## config.mk

```make
export PLATFORM = sky130hd
export DESIGN_NAME = flash_ring_log_writer_unit
export DESIGN_NICKNAME = d
export VERILOG_FILES = /design/src/rtl/core/flrw_pkg.sv /design/src/rtl/core/flash_ring_log_writer_unit.sv /design/src/rtl/core/flrw_front.sv /design/src/rtl/core/flrw_queue.sv /design/src/rtl/core/flrw_back.sv
export SDC_FILE = /design/constraint.sdc
export NUM_CORES = 1
export LEC_CHECK = 0
export BUFFER_PORTS_ARGS = -buffer_cell sky130_fd_sc_hd__buf_2
export CAP_MARGIN = 20
export CORE_UTILIZATION = 60
export DETAILED_ROUTE_END_ITERATION = 7
export GPL_ROUTABILITY_DRIVEN = 1
export PLACE_DENSITY = 0.77
export SLEW_MARGIN = 15
export SYNTH_ARGS = -nofsm -noshare
export SYNTH_HDL_FRONTEND = slang
export SYNTH_SLANG_ARGS = --single-unit
```

## constraint.sdc

```tcl
create_clock -name clk -period 16.25 [get_ports clk]
set_input_delay 1.625 -clock clk [delete_from_list [all_inputs] [get_ports clk]]
set_output_delay 1.625 -clock clk [all_outputs]
set_load 0.01 [all_outputs]
```

## src/rtl/core/flrw_pkg.sv

```systemverilog
// shared types and constants of the flash ring log writer
package flrw_pkg;

  localparam int ADDR_W    = 27;
  localparam int JOB_BYTES = 10;
  localparam int NB_W      = 4;
  localparam int QDEPTH    = 4;
  localparam int QPTR_W    = 2;
  localparam int QCNT_W    = 3;

  localparam logic [15:0] LOG_MAGIC = 16'hAA55;

  typedef enum logic [1:0] {
    OP_INIT    = 2'd0,
    OP_BEGIN   = 2'd1,
    OP_PAYLOAD = 2'd2
  } flrw_op_t;

  typedef enum logic [1:0] {
    CMD_ERASE  = 2'd0,
    CMD_WRITE  = 2'd1,
    CMD_REJECT = 2'd2
  } flrw_cmd_t;

  // one classified item: a reject, or an optional erase, then nbytes writes from base
  typedef struct packed {
    logic                        reject;
    logic                        erase;
    logic [ADDR_W-1:0]           erase_addr;
    logic [NB_W-1:0]             nbytes;
    logic [ADDR_W-1:0]           base;
    logic [JOB_BYTES-1:0][7:0]   bytes;
  } flrw_job_t;

endpackage

```

## src/rtl/core/flash_ring_log_writer_unit.sv

```systemverilog
// Flash ring log writer: turns log records into NOR flash erase and write commands.
// Input stream s_*: one word per item, kind in s_tuser (init, begin, payload byte).
// Output stream m_*: one command word per result; m_tlast marks the final word
// caused by an input item, m_tuser carries the command (erase, write, reject).
// The front end takes one input word per cycle whenever its job queue has room
// and updates the write pointer, record state and checksum at once.
// The back end drains the queue through an output register, one word per cycle
// while m_tready is high. With the queue empty, an input word goes to a queue
// slot and then to the output register as its first output word. A payload byte
// gives one word (two on the record's last byte), so a payload stream runs at
// one byte per cycle while m_tready is high; a begin item gives up to 11 words
// (erase, nine header bytes, checksum) and holds the output side that long,
// while the four-entry queue keeps taking further input words. When m_tready is
// low the output word holds, the queue fills and s_tready drops once four jobs
// wait. Reset empties the queue and output, clears the pointer and marks the log
// uninitialized: begin items are rejected until an init item arrives.
module flash_ring_log_writer_unit import flrw_pkg::*; #(
  parameter int SECTOR_BYTES = 4096,
  parameter int SECTOR_TOTAL = 32768,
  parameter int MAX_PAYLOAD  = 2048
) (
  input  logic        clk,
  input  logic        rst,
  input  logic        s_tvalid,
  output logic        s_tready,
  // start_address[26:0], scan_found[27], record_type[35:28], stamp[67:36],
  // payload_length[83:68], payload_byte[91:84], zero fill above
  input  logic [95:0] s_tdata,
  // operation[1:0]
  input  logic [1:0]  s_tuser,
  output logic        m_tvalid,
  input  logic        m_tready,
  // flash_address[26:0], write_data[34:27], zero fill above
  output logic [39:0] m_tdata,
  // command[1:0]
  output logic [1:0]  m_tuser,
  output logic        m_tlast
);

  logic      push;
  flrw_job_t push_job;
  logic      q_full;
  logic      pop;
  logic      head_valid;
  flrw_job_t head_job;

  flrw_front #(
    .SECTOR_BYTES (SECTOR_BYTES),
    .SECTOR_TOTAL (SECTOR_TOTAL),
    .MAX_PAYLOAD  (MAX_PAYLOAD)
  ) u_front (
    .clk      (clk),
    .rst      (rst),
    .s_tvalid (s_tvalid),
    .s_tready (s_tready),
    .s_tdata  (s_tdata),
    .s_tuser  (s_tuser),
    .q_full   (q_full),
    .push     (push),
    .job      (push_job)
  );

  flrw_queue u_queue (
    .clk        (clk),
    .rst        (rst),
    .push       (push),
    .push_job   (push_job),
    .full       (q_full),
    .pop        (pop),
    .head_valid (head_valid),
    .head_job   (head_job)
  );

  flrw_back u_back (
    .clk        (clk),
    .rst        (rst),
    .head_valid (head_valid),
    .head_job   (head_job),
    .pop        (pop),
    .m_tvalid   (m_tvalid),
    .m_tready   (m_tready),
    .m_tdata    (m_tdata),
    .m_tuser    (m_tuser),
    .m_tlast    (m_tlast)
  );

endmodule

```

## src/rtl/core/flrw_front.sv

```systemverilog
// front end: accepts items, keeps the log pointer and record state, builds jobs
module flrw_front import flrw_pkg::*; #(
  parameter int SECTOR_BYTES = 4096,
  parameter int SECTOR_TOTAL = 32768,
  parameter int MAX_PAYLOAD  = 2048
) (
  input  logic        clk,
  input  logic        rst,
  input  logic        s_tvalid,
  output logic        s_tready,
  input  logic [95:0] s_tdata,
  input  logic [1:0]  s_tuser,
  input  logic        q_full,
  output logic        push,
  output flrw_job_t   job
);

  // sector size is a power of two
  localparam int SECT_SH = $clog2(SECTOR_BYTES);
  localparam int SUM_W   = 40;
  localparam logic [SUM_W-1:0] RING = SUM_W'(SECTOR_BYTES) * SUM_W'(SECTOR_TOTAL);

  logic [ADDR_W-1:0] wp, wp_next;
  logic              ready_flag, ready_flag_next;
  logic [11:0]       bytes_left, bytes_left_next;
  logic              in_record, in_record_next;
  logic [7:0]        running_xor, running_xor_next;

  flrw_op_t          op;
  logic [ADDR_W-1:0] start_address;
  logic              scan_found;
  logic [7:0]        record_type;
  logic [31:0]       stamp;
  logic [15:0]       payload_length;
  logic [7:0]        payload_byte;

  logic [SUM_W-1:0]  rec_end_excl;
  logic [ADDR_W-1:0] wp_wrap;
  logic [SUM_W-1:0]  end_addr;
  logic              erase_cond;
  logic [7:0]        xor_new;
  logic              accept;
  logic              produce;

  assign op             = flrw_op_t'(s_tuser);
  assign start_address  = s_tdata[26:0];
  assign scan_found     = s_tdata[27];
  assign record_type    = s_tdata[35:28];
  assign stamp          = s_tdata[67:36];
  assign payload_length = s_tdata[83:68];
  assign payload_byte   = s_tdata[91:84];

  assign s_tready = !q_full;
  assign accept   = s_tvalid && s_tready;
  // init with a scan hit leaves no word behind
  assign produce  = !((op == OP_INIT) && scan_found);
  assign push     = accept && produce;

  // wrap when header, payload and checksum would run past the ring end
  assign rec_end_excl = SUM_W'(wp) + SUM_W'(payload_length) + SUM_W'(JOB_BYTES);
  assign wp_wrap      = (rec_end_excl > RING) ? '0 : wp;
  assign end_addr     = SUM_W'(wp_wrap) + SUM_W'(payload_length) + SUM_W'(JOB_BYTES - 1);
  assign erase_cond   = (wp_wrap[SECT_SH-1:0] == '0) ||
                        ((SUM_W'(wp_wrap) >> SECT_SH) != (end_addr >> SECT_SH));
  assign xor_new      = running_xor ^ payload_byte;

  always_comb begin
    job              = '0;
    wp_next          = wp;
    ready_flag_next  = ready_flag;
    bytes_left_next  = bytes_left;
    in_record_next   = in_record;
    running_xor_next = running_xor;
    case (op)
      OP_INIT: begin
        in_record_next   = 1'b0;
        bytes_left_next  = '0;
        running_xor_next = '0;
        ready_flag_next  = 1'b1;
        if (scan_found) begin
          wp_next = start_address;
        end else begin
          wp_next   = '0;
          job.erase = 1'b1;
        end
      end
      OP_BEGIN: begin
        if (!ready_flag || (payload_length > 16'(MAX_PAYLOAD))) begin
          job.reject = 1'b1;
        end else begin
          job.erase      = erase_cond;
          job.erase_addr = ADDR_W'((end_addr >> SECT_SH) << SECT_SH);
          job.base       = wp_wrap;
          job.bytes[0]   = LOG_MAGIC[7:0];
          job.bytes[1]   = LOG_MAGIC[15:8];
          job.bytes[2]   = record_type;
          job.bytes[3]   = payload_length[7:0];
          job.bytes[4]   = payload_length[15:8];
          job.bytes[5]   = stamp[7:0];
          job.bytes[6]   = stamp[15:8];
          job.bytes[7]   = stamp[23:16];
          job.bytes[8]   = stamp[31:24];
          running_xor_next = '0;
          bytes_left_next  = payload_length[11:0];
          if (payload_length == '0) begin
            // empty record: zero checksum right after the header
            job.nbytes     = NB_W'(JOB_BYTES);
            wp_next        = wp_wrap + ADDR_W'(JOB_BYTES);
            in_record_next = 1'b0;
          end else begin
            job.nbytes     = NB_W'(JOB_BYTES - 1);
            wp_next        = wp_wrap + ADDR_W'(JOB_BYTES - 1);
            in_record_next = 1'b1;
          end
        end
      end
      OP_PAYLOAD: begin
        if (in_record) begin
          job.base        = wp;
          job.bytes[0]    = payload_byte;
          bytes_left_next = bytes_left - 12'd1;
          if (bytes_left == 12'd1) begin
            job.bytes[1]     = xor_new;
            job.nbytes       = NB_W'(2);
            wp_next          = wp + ADDR_W'(2);
            in_record_next   = 1'b0;
            running_xor_next = '0;
          end else begin
            job.nbytes       = NB_W'(1);
            wp_next          = wp + ADDR_W'(1);
            running_xor_next = xor_new;
          end
        end else begin
          job.reject = 1'b1;
        end
      end
      default: begin
        job.reject = 1'b1;
      end
    endcase
  end

  always_ff @(posedge clk) begin
    if (rst) begin
      wp          <= '0;
      ready_flag  <= 1'b0;
      bytes_left  <= '0;
      in_record   <= 1'b0;
      running_xor <= '0;
    end else if (accept) begin
      wp          <= wp_next;
      ready_flag  <= ready_flag_next;
      bytes_left  <= bytes_left_next;
      in_record   <= in_record_next;
      running_xor <= running_xor_next;
    end
  end

endmodule

```

## src/rtl/core/flrw_queue.sv

```systemverilog
// short job queue between the front and back ends
module flrw_queue import flrw_pkg::*; (
  input  logic      clk,
  input  logic      rst,
  input  logic      push,
  input  flrw_job_t push_job,
  output logic      full,
  input  logic      pop,
  output logic      head_valid,
  output flrw_job_t head_job
);

  flrw_job_t          slots [QDEPTH];
  logic [QPTR_W-1:0]  wr_ptr;
  logic [QPTR_W-1:0]  rd_ptr;
  logic [QCNT_W-1:0]  count;
  logic               do_push;
  logic               do_pop;

  assign full       = (count == QCNT_W'(QDEPTH));
  assign head_valid = (count != '0);
  assign head_job   = slots[rd_ptr];
  assign do_push    = push && !full;
  assign do_pop     = pop && head_valid;

  always_ff @(posedge clk) begin
    if (do_push) begin
      slots[wr_ptr] <= push_job;
    end
  end

  always_ff @(posedge clk) begin
    if (rst) begin
      wr_ptr <= '0;
      rd_ptr <= '0;
      count  <= '0;
    end else begin
      if (do_push) begin
        wr_ptr <= wr_ptr + QPTR_W'(1);
      end
      if (do_pop) begin
        rd_ptr <= rd_ptr + QPTR_W'(1);
      end
      case ({do_push, do_pop})
        2'b10:   count <= count + QCNT_W'(1);
        2'b01:   count <= count - QCNT_W'(1);
        default: count <= count;
      endcase
    end
  end

endmodule

```

## src/rtl/core/flrw_back.sv

```systemverilog
// back end: expands each job into flash command words behind an output register
module flrw_back import flrw_pkg::*; (
  input  logic        clk,
  input  logic        rst,
  input  logic        head_valid,
  input  flrw_job_t   head_job,
  output logic        pop,
  output logic        m_tvalid,
  input  logic        m_tready,
  output logic [39:0] m_tdata,
  output logic [1:0]  m_tuser,
  output logic        m_tlast
);

  logic              erase_done;
  logic [NB_W-1:0]   idx;
  logic              load;
  logic              in_erase;
  flrw_cmd_t         cur_cmd;
  logic [ADDR_W-1:0] cur_addr;
  logic [7:0]        cur_data;
  logic              cur_last;

  assign load     = head_valid && (!m_tvalid || m_tready);
  assign in_erase = head_job.erase && !erase_done;
  assign pop      = load && cur_last;

  always_comb begin
    if (head_job.reject) begin
      cur_cmd  = CMD_REJECT;
      cur_addr = '0;
      cur_data = '0;
      cur_last = 1'b1;
    end else if (in_erase) begin
      cur_cmd  = CMD_ERASE;
      cur_addr = head_job.erase_addr;
      cur_data = '0;
      cur_last = (head_job.nbytes == '0);
    end else begin
      cur_cmd  = CMD_WRITE;
      cur_addr = head_job.base + ADDR_W'(idx);
      cur_data = head_job.bytes[idx];
      cur_last = (idx == head_job.nbytes - NB_W'(1));
    end
  end

  always_ff @(posedge clk) begin
    if (load) begin
      m_tdata <= {5'd0, cur_data, cur_addr};
      m_tuser <= cur_cmd;
      m_tlast <= cur_last;
    end
  end

  always_ff @(posedge clk) begin
    if (rst) begin
      m_tvalid   <= 1'b0;
      erase_done <= 1'b0;
      idx        <= '0;
    end else begin
      if (load) begin
        m_tvalid <= 1'b1;
        if (cur_last) begin
          erase_done <= 1'b0;
          idx        <= '0;
        end else if (in_erase) begin
          erase_done <= 1'b1;
        end else begin
          idx <= idx + NB_W'(1);
        end
      end else if (m_tready) begin
        m_tvalid <= 1'b0;
      end
    end
  end

endmodule
```

==> impl_metrics.yaml <==
status:
  status: "finished clean"
grt:
  grt_pass1_vias: 19800
  grt.overflow.total: 0
  grt_pass1_wl_um: 114000
  grt_antenna_before_repair: 4
  grt_max_degree: 74
  grtUsageTotal_pct: 30.2
drt:
  ant_nets: 0
  drt_iter0_drc: 2284
  drt_pre_antenna_iters: 6
  via_per_inst: 6.64
  wl_per_cell_um: 24.7
  wirelength_um: 74600
  route.detailed.drc: 0
  vias: 20100
power:
  p_sw_share_pct: 30.7
  p_sw_mw: 1.38
  internal_power_mw: 3.10
  clockPowerShare_pct: 28.7
  seq_power_share_pct: 43.6
  power.density_mw_per_mm2: 138
  pwr-share-comb_pct: 27.6
  leakagePower_nw: 11.1
  ir_drop_uv: 84.5
timing:
  final_max_slew_viol_count: 0
  period_needed_ns: 10.20
  clock_skew_ns: 0.0296
  slew_headroom_pct: 35.1
  post-route-period-util_pct: 62.7
  setup_viol: 0
  worst_pin_slew_ns: 0.964
  finalHoldViolCount: 0
  setup_tns_ns: 0
  rsz0062_at_grt: "false"
  fmax_mhz: 98.1
synthesis:
  yosys.area_share.xor_xnor_pct: 3.52
  synthAdderAreaFrac_pct: 2.58
  synth_seq_cells: 578
  syn_inst: 2248
  synth_area_mm2: 0.0293
  synth_top_family_by_area: "simple AND/OR/NAND/NOR gates"
  synth.area.top_cells: "edfxtp_1 (53%), mux4_2 (10%), dfxtp_1 (4.4%), and2_1 (2.4%), ha_1 (2.3%)"
  ys_types: 113
  synth_compound_area_share_pct: 10.3
  yosysTopAreaCellShare_pct: 52.6
  yosysTopAreaCell: "edfxtp_1"
  avgSynthCellArea_um2: 13.0
  muxShareOfSynthArea_pct: 11.0
  ys_warn_count: 0
  synth_top_flop_cell: "edfxtp_1"
  seq_area_frac_synth_pct: 57.0
  synthSimpleGateAreaFrac_pct: 13.0
  synth_edf_count: 514
  synthArstFlopShare_pct: 0
setup_path:
  cpPeakStageDelay_ns: 0.70
  cp_top_family: "simple AND/OR/NAND/NOR gates"
  cp_max_fo: 27
  startpoint: "s_tdata[68]"
  slowest_stage: "nor3b_1"
  endpoint_kind: "flop"
  critical_path_class: "in2reg"
  path_buf_inv: 4
  start_kind: "input port"
  rr_startpoint: "u_front.wp[0]"
  cp.arrival_ns: 10.49
  cp.required_ns: 16.54
layout:
  syn_to_final_growth_pct: 10.6
  nets: 2519
  drive_above_1_share_pct: 19.1
  final_cells: 3023
  fill_cells: 3206
  design_area_mm2: 0.0324
  final_util_pct: 67.7
worst_hold_path:
  hold_class: "reg2reg"
  worstHoldStart: "u_front.bytes_left[7]"
floorplan:
  initial_utilization_pct: 61.2
  core_mm2: 0.0479
  row_count: 80
  die_width_um: 223
  die_area_mm2: 0.0498
  die_h_um: 223
  io_pins: 147
cts:
  cts_max_level: 2
  cts_sinks: 578
  path_clk_slew_ns: 0.06
  numCtsBuffers: 56
  post_cts_buffers: 0
  clkLatencyLatePin_ns: 0.63
  cts_tree: "built"
  cts_buffer_depth: 3
  cts_resized: 0
  cts_hold_buf: 0
  cts_root_buf: "clkbuf_16"
placement:
  hpwl_um: 48800
  place_area_mm2: 0.0306
  portBuffers: 137
  placed_cells: 2915
  gp_congestion: 0.925
flow_run:
  drv_cap: 0
[worst min-delay path, cell delays in order (launching register included)]
cell and delay [ns]:
dfxtp_1 0.33, nand2_1 0.06, a21oi_1 0.05
[layout make-up]
class                   instances  area [um2]  share of cell area, %
repair buffers                166         928                   2.86
diodes                          3        7.51                 0.0231
well taps                     615         769                   2.37
flip-flops and latches        578       16700                   51.6
multi-input cells            1503       12000                   37.0
clock buffers                  79        1550                   4.77
clock inverters                25         274                  0.845
inverters                      54         203                  0.625
[synthesized netlist by cell type (12+ instances only)]
master / n
buf_1: 16
nand2_1: 179
nor2_1: 176
a211oi_1: 31
a21o_1: 17
ha_1: 54
inv_1: 50
o21ai_0: 67
nor2b_1: 19
o22ai_1: 17
mux2i_1: 12
a21oi_1: 94
mux4_2: 135
nor4_1: 18
a221oi_1: 20
nand3_1: 60
xnor2_1: 71
or3_1: 18
nor3_1: 41
nand2b_1: 13
dfxtp_1: 64
a32oi_1: 12
nand4_1: 20
o211ai_1: 14
xor2_1: 47
and3_1: 21
clkbuf_1: 100
and2_1: 113
edfxtp_1: 514
[kinds of logic (layout without fill, tap and decap cells)]
group,after synthesis,in the layout
flops,578,578
buf+inv,187,324
simple gates,738,738
fa+ha+maj,58,58
other cells,1,24
xor+xnor,118,118
compound gates,415,415
mux,153,153
[sequential cells by signal, indices dropped and copies added, names as in the netlist, 2 cells and up, named ones only]
name                 cells
u_front.bytes_left      12
u_front.running_xor      8
u_queue.rd_ptr           2
u_queue.count            3
u_queue.slots          476
u_back.m_tuser           2
u_front.wp              27
u_queue.wr_ptr           2
u_back.idx               4
u_back.m_tdata          35
[routing by layer]
| metal | GRT usage (%) | part of all wire (%) | vias to the layer above |
|---|---|---|---|
| li1 | - | - | 8876 |
| met1 | 42.2 | 41 | 10000 |
| met2 | 48.1 | 47 | 1015 |
| met3 | 4.91 | 9.0 | 160 |
| met4 | 11.2 | 3.1 | 0 |
| met5 | 0 | 0 | - |
[cell usage in the layout, fill, tap and decap left out, drive strengths merged, types with 23 or more instances in the layout]
master and count:
edfxtp 514, nor4 26, inv 52, nand2 180
nor2 177, ha 54, mux4 135, xnor2 71
and2 115, buf 166, nor3 42, dfxtp 64
nand3 60, clkbuf 79, xor2 47, nand4 23
a21oi 101, o21ai 77, a211oi 37
[final timing paths]
kind	slack, ns	to	depth (start not counted)
worst max register to register	6.68	u_queue.slots[0][126]	30
worst max-delay path	6.05	u_queue.slots[0][126]	31
worst min-delay path	0.48	u_front.bytes_left[7]	2
worst min register to register	0.48	u_front.bytes_left[7]	2
[power groups by stage]
stage	Clock (mW)	Sequential (mW)	Combinational, mW
2_1_floorplan	0	1.97	0.892
3_3_place_gp	0	1.97	1.20
3_5_place_dp	0	1.99	1.22
4_1_cts	1.29	1.96	1.24
5_1_grt	1.35	1.98	1.33
6_report	1.29	1.96	1.24
[through the flow]
| stage | worst slack, ns | hold slack (ns) | power, mW |
|---|---|---|---|
| detailed placement | 5.71 | 0.478 | 3.21 |
| CTS | 6.25 | 0.486 | 4.49 |
| global placement | 5.82 | 0.470 | 3.17 |
| finish | 6.05 | 0.485 | 4.48 |
| global route | 5.59 | 0.514 | 4.66 |
| floorplan | 7.14 | 0.450 | 2.86 |
No activity file was read; power rests on OpenSTA's default activity.
